### src/design/ascii_frame_current_to_distance_assert.svh
// Assertion macros shared by the converter RTL.
// Needs clk and rst_n in the scope of the module that uses them.
`ifndef ASCII_FRAME_CURRENT_TO_DISTANCE_ASSERT_SVH
`define ASCII_FRAME_CURRENT_TO_DISTANCE_ASSERT_SVH

// Consequent must hold in the same cycle as the antecedent.
`define AFCD_ASSERT_NOW(label, ante, cons) \
  label: assert property (@(posedge clk) disable iff (!rst_n) (ante) |-> (cons)) \
    else $error("afcd assertion failed");

// Consequent must hold in the cycle after the antecedent.
`define AFCD_ASSERT_NEXT(label, ante, cons) \
  label: assert property (@(posedge clk) disable iff (!rst_n) (ante) |=> (cons)) \
    else $error("afcd assertion failed");

`endif

### src/design/afcd_pkg.sv
// Package for the serial current-frame to distance converter.
// Holds widths, character codes, state types and the decimal scale table.
`default_nettype none

package afcd_pkg;

  localparam int MAX_FRACTION_DIGITS = 6;
  localparam int MAX_FRAME_CHARS     = 128;

  localparam int BYTE_W   = 8;
  localparam int DIST_W   = 16;
  localparam int CFG_A_W  = 8;
  localparam int OUT_W    = 32;
  localparam int MANT_W   = 30;
  localparam int FD_W     = 4;
  localparam int CNT_W    = $clog2(MAX_FRAME_CHARS);
  localparam int SCALE_W  = 30;
  localparam int SPAN_W   = DIST_W + 1;
  localparam int SM_W     = MANT_W + 1;
  localparam int DIFF_W   = SCALE_W + 4;
  localparam int PROD_W   = SPAN_W + DIFF_W;
  localparam int NUM_W    = PROD_W + 1;
  localparam int MAG_W    = NUM_W - 1;
  localparam int DCNT_W   = $clog2(MAG_W + 1);

  localparam logic [BYTE_W-1:0] CH_S     = 8'h73;
  localparam logic [BYTE_W-1:0] CH_E     = 8'h65;
  localparam logic [BYTE_W-1:0] CH_PLUS  = 8'h2B;
  localparam logic [BYTE_W-1:0] CH_MINUS = 8'h2D;
  localparam logic [BYTE_W-1:0] CH_POINT = 8'h2E;
  localparam logic [BYTE_W-1:0] CH_ZERO  = 8'h30;
  localparam logic [BYTE_W-1:0] CH_NINE  = 8'h39;
  localparam logic [BYTE_W-1:0] CH_SPACE = 8'h20;
  localparam logic [BYTE_W-1:0] CH_TAB   = 8'h09;
  localparam logic [BYTE_W-1:0] CH_CR    = 8'h0D;

  localparam logic [CFG_A_W-1:0] CFG_NEAR = 8'd0;
  localparam logic [CFG_A_W-1:0] CFG_FAR  = 8'd1;

  localparam logic [DIST_W-1:0] NEAR_RESET = 16'd140;
  localparam logic [DIST_W-1:0] FAR_RESET  = 16'd2050;

  localparam logic [MANT_W-1:0] MANT_MAX = {MANT_W{1'b1}};
  localparam logic [OUT_W-1:0]  OUT_MAX  = {1'b0, {(OUT_W-1){1'b1}}};
  localparam logic [OUT_W-1:0]  OUT_MIN  = {1'b1, {(OUT_W-1){1'b0}}};

  typedef enum logic [2:0] {
    PH_LEAD = 3'd0,
    PH_SIGN = 3'd1,
    PH_INT  = 3'd2,
    PH_FRAC = 3'd3,
    PH_STOP = 3'd4
  } parse_phase_t;

  typedef enum logic [2:0] {
    ST_IDLE,
    ST_MUL_BASE,
    ST_MUL_SPAN,
    ST_SUM,
    ST_DIV_GO,
    ST_DIV,
    ST_FINISH
  } conv_state_t;

  // Parse result as seen by the arithmetic sequencer.
  typedef struct packed {
    logic [MANT_W-1:0] mantissa;
    logic [FD_W-1:0]   fdigits;
    logic              negative;
    logic              overflow;
  } parse_t;

  typedef struct packed {
    logic               start;
    logic [MAG_W-1:0]   dividend;
    logic [SCALE_W-1:0] divisor;
  } div_req_t;

  typedef struct packed {
    logic             done;
    logic [MAG_W-1:0] quotient;
  } div_rsp_t;

  // Ten to the power f; anything above nine uses nine.
  function automatic logic [SCALE_W-1:0] dec_scale(input logic [FD_W-1:0] f);
    logic [SCALE_W-1:0] s;
    case (f)
      4'd0:    s = 30'd1;
      4'd1:    s = 30'd10;
      4'd2:    s = 30'd100;
      4'd3:    s = 30'd1000;
      4'd4:    s = 30'd10000;
      4'd5:    s = 30'd100000;
      4'd6:    s = 30'd1000000;
      4'd7:    s = 30'd10000000;
      4'd8:    s = 30'd100000000;
      default: s = 30'd1000000000;
    endcase
    return s;
  endfunction

endpackage

`default_nettype wire

### src/design/afcd_ifs.sv
// Handshake interfaces for the converter: received bytes, results and
// configuration writes. Depends on afcd_pkg for field widths.
`default_nettype none

interface afcd_in_if;
  logic                        valid;
  logic                        ready;
  logic [afcd_pkg::BYTE_W-1:0] rx_byte;
  modport source (output valid, output rx_byte, input ready);
  modport sink (input valid, input rx_byte, output ready);
endinterface

interface afcd_out_if;
  logic                       valid;
  logic                       ready;
  logic [afcd_pkg::OUT_W-1:0] distance_q4;
  logic                       saturated;
  modport source (output valid, output distance_q4, output saturated, input ready);
  modport sink (input valid, input distance_q4, input saturated, output ready);
endinterface

interface afcd_cfg_if;
  logic                         valid;
  logic                         ready;
  logic [afcd_pkg::CFG_A_W-1:0] addr;
  logic [afcd_pkg::DIST_W-1:0]  data;
  modport source (output valid, output addr, output data, input ready);
  modport sink (input valid, input addr, input data, output ready);
endinterface

`default_nettype wire

### src/design/afcd_parser.sv
// Frame tracker and on-the-fly decimal parser, one byte per cycle.
// Depends on afcd_pkg.
`default_nettype none

module afcd_parser (
  input  wire                          clk,
  input  wire                          rst_n,
  input  wire                          take,
  input  wire [afcd_pkg::BYTE_W-1:0]   rx_byte,
  output afcd_pkg::parse_t             snap
);
  import afcd_pkg::*;

  logic              in_frame_r, in_frame_nxt;
  logic [CNT_W-1:0]  count_r, count_nxt;
  logic [MANT_W-1:0] mant_r, mant_nxt;
  logic [FD_W-1:0]   fd_r, fd_nxt;
  parse_phase_t      phase_r, phase_nxt;
  logic              neg_r, neg_nxt;
  logic              ovf_r, ovf_nxt;

  logic              is_digit;
  logic              is_space;
  logic [3:0]        digit;
  logic [MANT_W+3:0] times_ten;
  logic [MANT_W-1:0] dig_mant;
  logic              dig_ovf;
  logic [CNT_W:0]    count_inc;

  assign is_digit  = (rx_byte >= CH_ZERO) && (rx_byte <= CH_NINE);
  assign is_space  = (rx_byte == CH_SPACE) || ((rx_byte >= CH_TAB) && (rx_byte <= CH_CR));
  assign digit     = 4'(rx_byte - CH_ZERO);
  assign times_ten = {mant_r, 3'b000} + {2'b00, mant_r, 1'b0} + (MANT_W+4)'(digit);
  assign count_inc = {1'b0, count_r} + (CNT_W+1)'(1);

  // Digit accumulation; once the flag is up the mantissa holds at its maximum.
  always_comb begin
    if (ovf_r) begin
      dig_mant = mant_r;
      dig_ovf  = 1'b1;
    end else if (|times_ten[MANT_W+3:MANT_W]) begin
      dig_mant = MANT_MAX;
      dig_ovf  = 1'b1;
    end else begin
      dig_mant = times_ten[MANT_W-1:0];
      dig_ovf  = 1'b0;
    end
  end

  always_comb begin
    in_frame_nxt = in_frame_r;
    count_nxt    = count_r;
    mant_nxt     = mant_r;
    fd_nxt       = fd_r;
    phase_nxt    = phase_r;
    neg_nxt      = neg_r;
    ovf_nxt      = ovf_r;
    if (take) begin
      if (rx_byte == CH_E || (rx_byte == CH_S && !in_frame_r)) begin
        in_frame_nxt = (rx_byte == CH_S);
        count_nxt    = '0;
        mant_nxt     = '0;
        fd_nxt       = '0;
        phase_nxt    = PH_LEAD;
        neg_nxt      = 1'b0;
        ovf_nxt      = 1'b0;
      end else if (rx_byte != CH_S && in_frame_r) begin
        case (phase_r)
          PH_LEAD: begin
            if (is_space) begin
              phase_nxt = PH_LEAD;
            end else if (rx_byte == CH_PLUS || rx_byte == CH_MINUS) begin
              neg_nxt   = (rx_byte == CH_MINUS);
              phase_nxt = PH_SIGN;
            end else if (is_digit) begin
              mant_nxt  = dig_mant;
              ovf_nxt   = dig_ovf;
              phase_nxt = PH_INT;
            end else if (rx_byte == CH_POINT) begin
              phase_nxt = PH_FRAC;
            end else begin
              phase_nxt = PH_STOP;
            end
          end
          PH_SIGN, PH_INT: begin
            if (is_digit) begin
              mant_nxt  = dig_mant;
              ovf_nxt   = dig_ovf;
              phase_nxt = PH_INT;
            end else if (rx_byte == CH_POINT) begin
              phase_nxt = PH_FRAC;
            end else begin
              phase_nxt = PH_STOP;
            end
          end
          PH_FRAC: begin
            if (is_digit) begin
              if (!ovf_r && fd_r < FD_W'(MAX_FRACTION_DIGITS)) begin
                mant_nxt = dig_mant;
                ovf_nxt  = dig_ovf;
                if (!dig_ovf) begin
                  fd_nxt = fd_r + FD_W'(1);
                end
              end
            end else begin
              phase_nxt = PH_STOP;
            end
          end
          default: begin
            phase_nxt = phase_r;
          end
        endcase
        if (count_inc >= (CNT_W+1)'(MAX_FRAME_CHARS)) begin
          in_frame_nxt = 1'b0;
          count_nxt    = '0;
        end else begin
          count_nxt = count_inc[CNT_W-1:0];
        end
      end
    end
  end

  always_ff @(posedge clk) begin
    if (!rst_n) begin
      in_frame_r <= 1'b0;
      count_r    <= '0;
      mant_r     <= '0;
      fd_r       <= '0;
      phase_r    <= PH_LEAD;
      neg_r      <= 1'b0;
      ovf_r      <= 1'b0;
    end else begin
      in_frame_r <= in_frame_nxt;
      count_r    <= count_nxt;
      mant_r     <= mant_nxt;
      fd_r       <= fd_nxt;
      phase_r    <= phase_nxt;
      neg_r      <= neg_nxt;
      ovf_r      <= ovf_nxt;
    end
  end

  assign snap.mantissa = mant_r;
  assign snap.fdigits  = fd_r;
  assign snap.negative = neg_r;
  assign snap.overflow = ovf_r;

endmodule

`default_nettype wire

### src/design/afcd_div.sv
// Bit-serial restoring divider, one quotient bit per cycle.
// Divides an unsigned magnitude by the decimal scale; depends on afcd_pkg.
`default_nettype none

module afcd_div (
  input  wire                      clk,
  input  wire                      rst_n,
  input  wire afcd_pkg::div_req_t  req,
  output afcd_pkg::div_rsp_t       rsp
);
  import afcd_pkg::*;

  logic               busy_r, busy_nxt;
  logic               done_r, done_nxt;
  logic [DCNT_W-1:0]  cnt_r, cnt_nxt;
  logic [SCALE_W-1:0] rem_r, rem_nxt;
  logic [SCALE_W-1:0] dvs_r, dvs_nxt;
  logic [MAG_W-1:0]   quo_r, quo_nxt;
  logic [SCALE_W:0]   trial;
  logic [SCALE_W:0]   diff;

  assign trial = {rem_r, quo_r[MAG_W-1]};
  assign diff  = trial - {1'b0, dvs_r};

  always_comb begin
    busy_nxt = busy_r;
    done_nxt = 1'b0;
    cnt_nxt  = cnt_r;
    rem_nxt  = rem_r;
    dvs_nxt  = dvs_r;
    quo_nxt  = quo_r;
    if (req.start) begin
      busy_nxt = 1'b1;
      cnt_nxt  = DCNT_W'(MAG_W);
      rem_nxt  = '0;
      dvs_nxt  = req.divisor;
      quo_nxt  = req.dividend;
    end else if (busy_r) begin
      // The partial remainder stays below the divisor, so it fits its width.
      if (!diff[SCALE_W]) begin
        rem_nxt = diff[SCALE_W-1:0];
        quo_nxt = {quo_r[MAG_W-2:0], 1'b1};
      end else begin
        rem_nxt = trial[SCALE_W-1:0];
        quo_nxt = {quo_r[MAG_W-2:0], 1'b0};
      end
      cnt_nxt = cnt_r - DCNT_W'(1);
      if (cnt_r == DCNT_W'(1)) begin
        busy_nxt = 1'b0;
        done_nxt = 1'b1;
      end
    end
  end

  always_ff @(posedge clk) begin
    if (!rst_n) begin
      busy_r <= 1'b0;
      done_r <= 1'b0;
      cnt_r  <= '0;
    end else begin
      busy_r <= busy_nxt;
      done_r <= done_nxt;
      cnt_r  <= cnt_nxt;
    end
  end

  always_ff @(posedge clk) begin
    rem_r <= rem_nxt;
    dvs_r <= dvs_nxt;
    quo_r <= quo_nxt;
  end

  assign rsp.done     = done_r;
  assign rsp.quotient = quo_r;

endmodule

`default_nettype wire

### src/design/ascii_frame_current_to_distance.sv
// Serial current-frame to distance converter, top level.
// Depends on afcd_pkg, afcd_ifs, afcd_parser, afcd_div and the assertion header.
//
// Bytes from the sensor link are parsed as they arrive while the block is
// idle. An 'e' starts the distance computation, which runs under a small
// sequencer on one shared 17 by 34 bit multiplier (two products and a sum,
// then a step to launch the divider) and then a bit-serial divider by the
// decimal scale, so after an 'e' no byte is accepted until the block is idle.
// The result sits in an output register, so the next byte is taken while it
// waits; a later 'e' holds in its last step until the earlier word has gone.
// Configuration writes are always ready.
`default_nettype none

module ascii_frame_current_to_distance (
  input  wire          clk,
  input  wire          rst_n,
  afcd_in_if.sink      in_chan,
  afcd_out_if.source   out_chan,
  afcd_cfg_if.sink     cfg_chan
);
  import afcd_pkg::*;

  `include "ascii_frame_current_to_distance_assert.svh"

  conv_state_t        state_r, state_nxt;
  logic [DIST_W-1:0]  near_r, far_r;
  parse_t             parse_snap;
  logic               in_acc;
  logic               e_acc;

  logic [SCALE_W-1:0]       scale_r, scale_nxt;
  logic signed [SM_W-1:0]   sm_r, sm_nxt;
  logic                     ovf_r, ovf_nxt;
  logic signed [SPAN_W-1:0] span_r, span_nxt;
  logic signed [DIFF_W-1:0] diff_r, diff_nxt;
  logic signed [PROD_W-1:0] prod_r, prod_nxt;
  logic signed [NUM_W-1:0]  base_r, base_nxt;
  logic signed [NUM_W-1:0]  num_r, num_nxt;
  logic                     numneg_r, numneg_nxt;

  logic signed [SPAN_W-1:0] mul_a;
  logic signed [DIFF_W-1:0] mul_b;
  logic signed [PROD_W-1:0] mul_p;
  logic signed [NUM_W-1:0]  num_neg;

  logic              out_valid_r, out_valid_nxt;
  logic [OUT_W-1:0]  dist_r, dist_nxt;
  logic              sat_r, sat_nxt;

  div_req_t div_req;
  div_rsp_t div_rsp;

  assign in_chan.ready  = (state_r == ST_IDLE);
  assign in_acc         = in_chan.valid && in_chan.ready;
  assign e_acc          = in_acc && (in_chan.rx_byte == CH_E);
  assign cfg_chan.ready = 1'b1;

  afcd_parser u_parser (
    .clk     (clk),
    .rst_n   (rst_n),
    .take    (in_acc),
    .rx_byte (in_chan.rx_byte),
    .snap    (parse_snap)
  );

  afcd_div u_div (
    .clk   (clk),
    .rst_n (rst_n),
    .req   (div_req),
    .rsp   (div_rsp)
  );

  // The one multiplier: near times scale first, then span times the offset reading.
  always_comb begin
    if (state_r == ST_MUL_SPAN) begin
      mul_a = span_r;
      mul_b = diff_r;
    end else begin
      mul_a = $signed({1'b0, near_r});
      mul_b = $signed({{(DIFF_W-SCALE_W){1'b0}}, scale_r});
    end
  end
  assign mul_p   = mul_a * mul_b;
  assign num_neg = -num_r;

  assign div_req.start    = (state_r == ST_DIV_GO);
  assign div_req.dividend = num_r[NUM_W-1] ? num_neg[MAG_W-1:0] : num_r[MAG_W-1:0];
  assign div_req.divisor  = scale_r;

  always_comb begin
    state_nxt     = state_r;
    scale_nxt     = scale_r;
    sm_nxt        = sm_r;
    ovf_nxt       = ovf_r;
    span_nxt      = span_r;
    diff_nxt      = diff_r;
    prod_nxt      = prod_r;
    base_nxt      = base_r;
    num_nxt       = num_r;
    numneg_nxt    = numneg_r;
    out_valid_nxt = out_valid_r && !out_chan.ready;
    dist_nxt      = dist_r;
    sat_nxt       = sat_r;
    case (state_r)
      ST_IDLE: begin
        if (e_acc) begin
          scale_nxt = dec_scale(parse_snap.fdigits);
          sm_nxt    = parse_snap.negative ? -$signed({1'b0, parse_snap.mantissa})
                                          : $signed({1'b0, parse_snap.mantissa});
          ovf_nxt   = parse_snap.overflow;
          state_nxt = ST_MUL_BASE;
        end
      end
      ST_MUL_BASE: begin
        prod_nxt  = mul_p;
        diff_nxt  = DIFF_W'(sm_r) - $signed({2'b00, scale_r, 2'b00});
        span_nxt  = $signed({1'b0, far_r}) - $signed({1'b0, near_r});
        state_nxt = ST_MUL_SPAN;
      end
      ST_MUL_SPAN: begin
        base_nxt  = NUM_W'(prod_r) <<< 4;
        prod_nxt  = mul_p;
        state_nxt = ST_SUM;
      end
      ST_SUM: begin
        num_nxt   = base_r + NUM_W'(prod_r);
        state_nxt = ST_DIV_GO;
      end
      ST_DIV_GO: begin
        numneg_nxt = num_r[NUM_W-1];
        state_nxt  = ST_DIV;
      end
      ST_DIV: begin
        if (div_rsp.done) begin
          state_nxt = ST_FINISH;
        end
      end
      ST_FINISH: begin
        // Truncation toward zero: divide the magnitude, then restore the sign.
        if (!out_valid_r || out_chan.ready) begin
          out_valid_nxt = 1'b1;
          if (numneg_r) begin
            if (div_rsp.quotient > MAG_W'(OUT_MIN)) begin
              dist_nxt = OUT_MIN;
              sat_nxt  = 1'b1;
            end else begin
              dist_nxt = -div_rsp.quotient[OUT_W-1:0];
              sat_nxt  = ovf_r;
            end
          end else begin
            if (div_rsp.quotient > MAG_W'(OUT_MAX)) begin
              dist_nxt = OUT_MAX;
              sat_nxt  = 1'b1;
            end else begin
              dist_nxt = div_rsp.quotient[OUT_W-1:0];
              sat_nxt  = ovf_r;
            end
          end
          state_nxt = ST_IDLE;
        end
      end
      default: begin
        state_nxt = ST_IDLE;
      end
    endcase
  end

  always_ff @(posedge clk) begin
    if (!rst_n) begin
      state_r     <= ST_IDLE;
      out_valid_r <= 1'b0;
      near_r      <= NEAR_RESET;
      far_r       <= FAR_RESET;
    end else begin
      state_r     <= state_nxt;
      out_valid_r <= out_valid_nxt;
      if (cfg_chan.valid && cfg_chan.ready) begin
        if (cfg_chan.addr == CFG_NEAR) begin
          near_r <= cfg_chan.data;
        end else if (cfg_chan.addr == CFG_FAR) begin
          far_r <= cfg_chan.data;
        end
      end
    end
  end

  always_ff @(posedge clk) begin
    scale_r  <= scale_nxt;
    sm_r     <= sm_nxt;
    ovf_r    <= ovf_nxt;
    span_r   <= span_nxt;
    diff_r   <= diff_nxt;
    prod_r   <= prod_nxt;
    base_r   <= base_nxt;
    num_r    <= num_nxt;
    numneg_r <= numneg_nxt;
    dist_r   <= dist_nxt;
    sat_r    <= sat_nxt;
  end

  assign out_chan.valid       = out_valid_r;
  assign out_chan.distance_q4 = dist_r;
  assign out_chan.saturated   = sat_r;

  `AFCD_ASSERT_NEXT(a_e_starts_seq, e_acc, state_r == ST_MUL_BASE)
  `AFCD_ASSERT_NEXT(a_e_clears_parse, e_acc, parse_snap.mantissa == '0 && !parse_snap.overflow)
  `AFCD_ASSERT_NOW(a_div_done_in_wait, div_rsp.done, state_r == ST_DIV)
  `AFCD_ASSERT_NEXT(a_finish_loads, state_r == ST_FINISH && state_nxt == ST_IDLE, out_valid_r)

endmodule

`default_nettype wire
### src/flat_wrapper.sv
// flat-port wrapper written by rule: the top's interface ports become plain ports
module ascii_frame_current_to_distance_flat import afcd_pkg::*;
  (clk, rst_n, in_chan_valid, in_chan_rx_byte, in_chan_ready, out_chan_valid, out_chan_distance_q4, out_chan_saturated, out_chan_ready, cfg_chan_valid, cfg_chan_addr, cfg_chan_data, cfg_chan_ready);
  afcd_in_if in_chan_i ();
  afcd_out_if out_chan_i ();
  afcd_cfg_if cfg_chan_i ();
  input  wire clk;
  input  wire rst_n;
  input wire logic [$bits(in_chan_i.valid)-1:0] in_chan_valid;
  input wire logic [$bits(in_chan_i.rx_byte)-1:0] in_chan_rx_byte;
  output wire logic [$bits(in_chan_i.ready)-1:0] in_chan_ready;
  output wire logic [$bits(out_chan_i.valid)-1:0] out_chan_valid;
  output wire logic [$bits(out_chan_i.distance_q4)-1:0] out_chan_distance_q4;
  output wire logic [$bits(out_chan_i.saturated)-1:0] out_chan_saturated;
  input wire logic [$bits(out_chan_i.ready)-1:0] out_chan_ready;
  input wire logic [$bits(cfg_chan_i.valid)-1:0] cfg_chan_valid;
  input wire logic [$bits(cfg_chan_i.addr)-1:0] cfg_chan_addr;
  input wire logic [$bits(cfg_chan_i.data)-1:0] cfg_chan_data;
  output wire logic [$bits(cfg_chan_i.ready)-1:0] cfg_chan_ready;
  assign in_chan_i.valid = in_chan_valid;
  assign in_chan_i.rx_byte = in_chan_rx_byte;
  assign in_chan_ready = in_chan_i.ready;
  assign out_chan_valid = out_chan_i.valid;
  assign out_chan_distance_q4 = out_chan_i.distance_q4;
  assign out_chan_saturated = out_chan_i.saturated;
  assign out_chan_i.ready = out_chan_ready;
  assign cfg_chan_i.valid = cfg_chan_valid;
  assign cfg_chan_i.addr = cfg_chan_addr;
  assign cfg_chan_i.data = cfg_chan_data;
  assign cfg_chan_ready = cfg_chan_i.ready;
  ascii_frame_current_to_distance u_core (.clk(clk), .rst_n(rst_n), .in_chan(in_chan_i), .out_chan(out_chan_i), .cfg_chan(cfg_chan_i));
endmodule
### config.mk
export PLATFORM = sky130hd
export DESIGN_NAME = ascii_frame_current_to_distance_flat
export DESIGN_NICKNAME = d
export VERILOG_FILES = /design/src/design/afcd_pkg.sv /design/src/design/afcd_ifs.sv /design/src/design/afcd_parser.sv /design/src/design/afcd_div.sv /design/src/design/ascii_frame_current_to_distance.sv /design/src/flat_wrapper.sv
export VERILOG_INCLUDE_DIRS = /design/src /design/src/design
export SDC_FILE = /design/constraint.sdc
export NUM_CORES = 2
export LEC_CHECK = 0
export BUFFER_PORTS_ARGS = -buffer_cell sky130_fd_sc_hd__buf_2
export CAP_MARGIN = 20
export CORE_AREA = 2 2 312 314
export DETAILED_ROUTE_END_ITERATION = 8
export DIE_AREA = 0 0 314 316
export PLACE_DENSITY = 0.61
export SYNTH_ARGS = -nofsm -noshare
export SYNTH_HDL_FRONTEND = slang
export SYNTH_SLANG_ARGS = --single-unit
### constraint.sdc
create_clock -name clk -period 26.1 [get_ports clk]
set_input_delay 5.22 -clock clk [delete_from_list [all_inputs] [get_ports clk]]
set_output_delay 5.22 -clock clk [all_outputs]
set_load 0.005 [all_outputs]
==> results by group <==
Status
  – Status: completed

Detailed routing
  – Post-Route WL: 112900 microns
  – DR vias: 34470
  – Via-to-Cell Ratio: 5.475
  – Remaining antenna violation count: 0
  – First drt pass iteration count: 6
  – Wire length per cell: 17.93 microns
  – Iteration-0 DRC Markers: 2500
  – DRC: 0

Critical path
  – Crit path DAT: 10.09 ns
  – CP max FO: 76
  – CP Class: flip-flop to flip-flop
  – Startpoint types: flip-flop
  – Critical path endpoint category: flip-flop
  – Worst Path Required: 26.49 ns

Clocking
  – Hold-fix buffers, CTS: 0
  – Longest Clk Path Bufs: 3
  – Cell at the root of the clock tree: clkbuf_16
  – Clock slew at reported path FFs: 0.06 ns
  – CTS tree: yes
  – TritonCTS buffer count: 56
  – Clk sinks: 486
  – H-tree depth: 2
  – Post-CTS sizing: 0
  – Setup bufs post-CTS: 0
  – Skew-Pair Late Insertion Delay: 0.66 ns

Timing
  – Unrepaired setup endpoints after global routing: false
  – Minimum clock period: 9.702 ns
  – Clk_skew: 0.02640 ns
  – Slew Limit Headroom: 0.2711
  – Final setup violation count: 0
  – Final Cycle Share: 0.3717
  – Slew Viols, Final: 0
  – Worst slew pin tran: 1.090 ns
  – Max frequency: 103.1 MHz
  – Final Hold Viols: 0
  – Setup TNS: 0 ns
  – Worst setup margin: 16.40 ns

Place
  – Worst slack at placement: 16.46 ns
  – Dpl hpwl: 89920 microns
  – Placer Congestion: 0.9377
  – I/O Buffers: 71
  – Dpl cells: 6187

Cells and area
  – Ant. Diodes: 0
  – Area occupied by multi-input gates: 30920 sq um
  – Post-Layout Cell Count: 6296
  – FF+latch area: 13380 sq um
  – Syn-to-layout area delta: 7.454%
  – Share of cells above drive strength 1: 0.05518
  – Filler cell count: 8765
  – Post-layout util: 0.5332
  – Nets: 5884

Worst hold path
  – Worst hold path class: flip-flop to flip-flop

Global route
  – Total GRT Usage: 0.2341
  – Largest net degree at the start of global routing: 102
  – Initial antenna violation count: 1
  – First-pass GRT wire length: 186400 microns
  – Vias in the first global route: 35240
  – Global route total overflow: 0

Die
  – I/O pins: 73
  – Horiz. Die Dim: 314 microns
  – Cell Rows: 114
  – Core Footprint: 95990 sq um
  – Die Y: 316 microns
  – Initial core utilization: 0.4962
  – Die area: 99220 sq um

Yosys
  – Sequential element share of the synthesized area: 0.2809
  – Synthesized instance count: 4987
  – Mapped Nets: 5898
  – Area share of the largest cell type after synthesis: 0.2341
  – Post-synth EDFFs: 365
  – Cell taking the most area after synthesis: fa_1
  – Main flop type after synthesis: edfxtp_1
  – Area contributors post-synth: fa_1 (23%), edfxtp_1 (23%), ha_1 (8.3%), inv_1 (5.7%), dfxtp_1 (5.1%)
  – Post-synth top cells: inv_1 (728), fa_1 (557), nand2_1 (527)
  – Yosys cell types: 82
  – Synth Cell Area: 47640 sq um
  – Ys Warns: 0
  – Post-synth ARST share: 0
  – Synthesized flop and latch total: 486
  – Mapped Avg Cell Area: 9.552 sq um
  – Count leader, synth: inv_1

Power
  – Total power: 1.691 mW
  – Cell Pwr Density: 33.04 nW/um^2
  – Max IR drop VDD: 0.04792 mV
  – P_leak: 23.74 nW

Flow run
  – Max-Cap Viols: 0
[metal layers]
metal  vias up  part of all wire  global-route usage
met2       906              0.46              0.3845
met3       209             0.062             0.04126
met5         -                 0                   0
met1     16690              0.45              0.3140
li1      16670                 -                   -
met4         0             0.034             0.08003
[layout by cell type, fill, tap and decap left out, types with 32 or more instances in the layout]
cell,instances
a21o_1,139
a21oi_1,221
a221o_1,34
a31oi_1,34
and3_1,55
buf_2,71
buf_4,40
clkbuf_16,57
dfxtp_1,120
edfxtp_1,365
fa_1,557
ha_1,317
inv_1,728
mux2i_1,60
nand2_1,526
nand2b_1,32
nand3_1,62
nor2_1,422
nor2b_1,70
nor3_1,57
o21a_1,37
o21ai_0,238
or3_1,32
xnor2_1,161
xor2_1,104
[sequential cells by signal, indices dropped and copies added, names as in the netlist, 6 cells and up]
name,count
u_core.near_r,16
u_core.base_r,48
u_core.u_div.quo_r,51
u_core.u_div.rem_r,30
u_core.u_div.dvs_r,23
u_core.span_r,17
u_core.num_r,52
u_core.prod_r,51
u_core.scale_r,23
u_core.diff_r,34
u_core.far_r,16
u_core.u_div.cnt_r,6
u_core.out_chan.distance_q4,32
u_core.u_parser.mant_r,30
u_core.sm_r,31
u_core.u_parser.count_r,7
[through the flow]
| stage | instance area, sq um | hold slack (ns) |
|---|---|---|
| floorplan | 47640 | 0.4003 |
| global placement | 49290 | 0.4125 |
| detailed placement | 49330 | 0.4125 |
| CTS | 51110 | 0.4244 |
| global route | 51190 | 0.4474 |
| finish | 51190 | 0.4245 |
[report_power, final]
group          internal, mW  switching, mW  total [mW]
Sequential            0.830        0.00702       0.837
Clock                 0.434          0.326       0.760
Combinational        0.0417         0.0525      0.0942
[kinds of logic after synthesis]
| family | after synthesis | share of synthesized area |
|---|---|---|
| AOI/OAI and AO/OA | 944 | 0.1284 |
| and+or+nand+nor | 1437 | 0.1387 |
| other | 1 | 0.00007872 |
| DFF | 486 | 0.2809 |
| muxes | 63 | 0.01329 |
| buffers and inverters | 917 | 0.07257 |
| adders and majority gates | 874 | 0.3173 |
| xor gates and xnor gates | 265 | 0.04872 |
[area by class of cell]
class | instances | share of cell area
inverter | 728 | 0.05338
timing repair buffer | 117 | 0.01506
clock inverter | 41 | 0.006844
clock buffer | 64 | 0.02796
tap | 1276 | 0.03119
multi-input combinational | 3584 | 0.6041
sequential | 486 | 0.2615
[worst max-delay path: stages (launching register included)]
cell       delay [ns]
dfxtp_1          0.50
nor3b_2          0.23
buf_4            0.38
buf_4            0.67
buf_4            0.66
a21o_1           0.86
nand2_1          0.21
fa_1             0.59
fa_1             0.44
fa_1             0.48
fa_1             0.49
inv_1            0.06
fa_1             0.50
fa_1             0.49
ha_1             0.35
a21oi_1          0.17
o21ai_0          0.11
a21o_1           0.19
a2111oi_0        0.40
o31a_1           0.32
o22ai_1          0.19
o41a_1           0.44
a221o_1          0.32
a21oi_1          0.17
xnor2_1          0.08
[final timing paths]
| check | startpoint | end | slack (ns) | cells after the start |
|---|---|---|---|---|
| min reg2reg | u_core.sm_r[1]$_DFFE_PP_ | u_core.diff_r[1]$_DFFE_PP_ | 0.42 | 0 |
| max reg2reg | u_core.state_r[1]$_SDFFE_PN0P_ | u_core.prod_r[47]$_DFFE_PP_ | 16.40 | 24 |
| min | u_core.sm_r[1]$_DFFE_PP_ | u_core.diff_r[1]$_DFFE_PP_ | 0.42 | 0 |
| max | u_core.state_r[1]$_SDFFE_PN0P_ | u_core.prod_r[47]$_DFFE_PP_ | 16.40 | 24 |
Power figures use the tool's default switching activity.
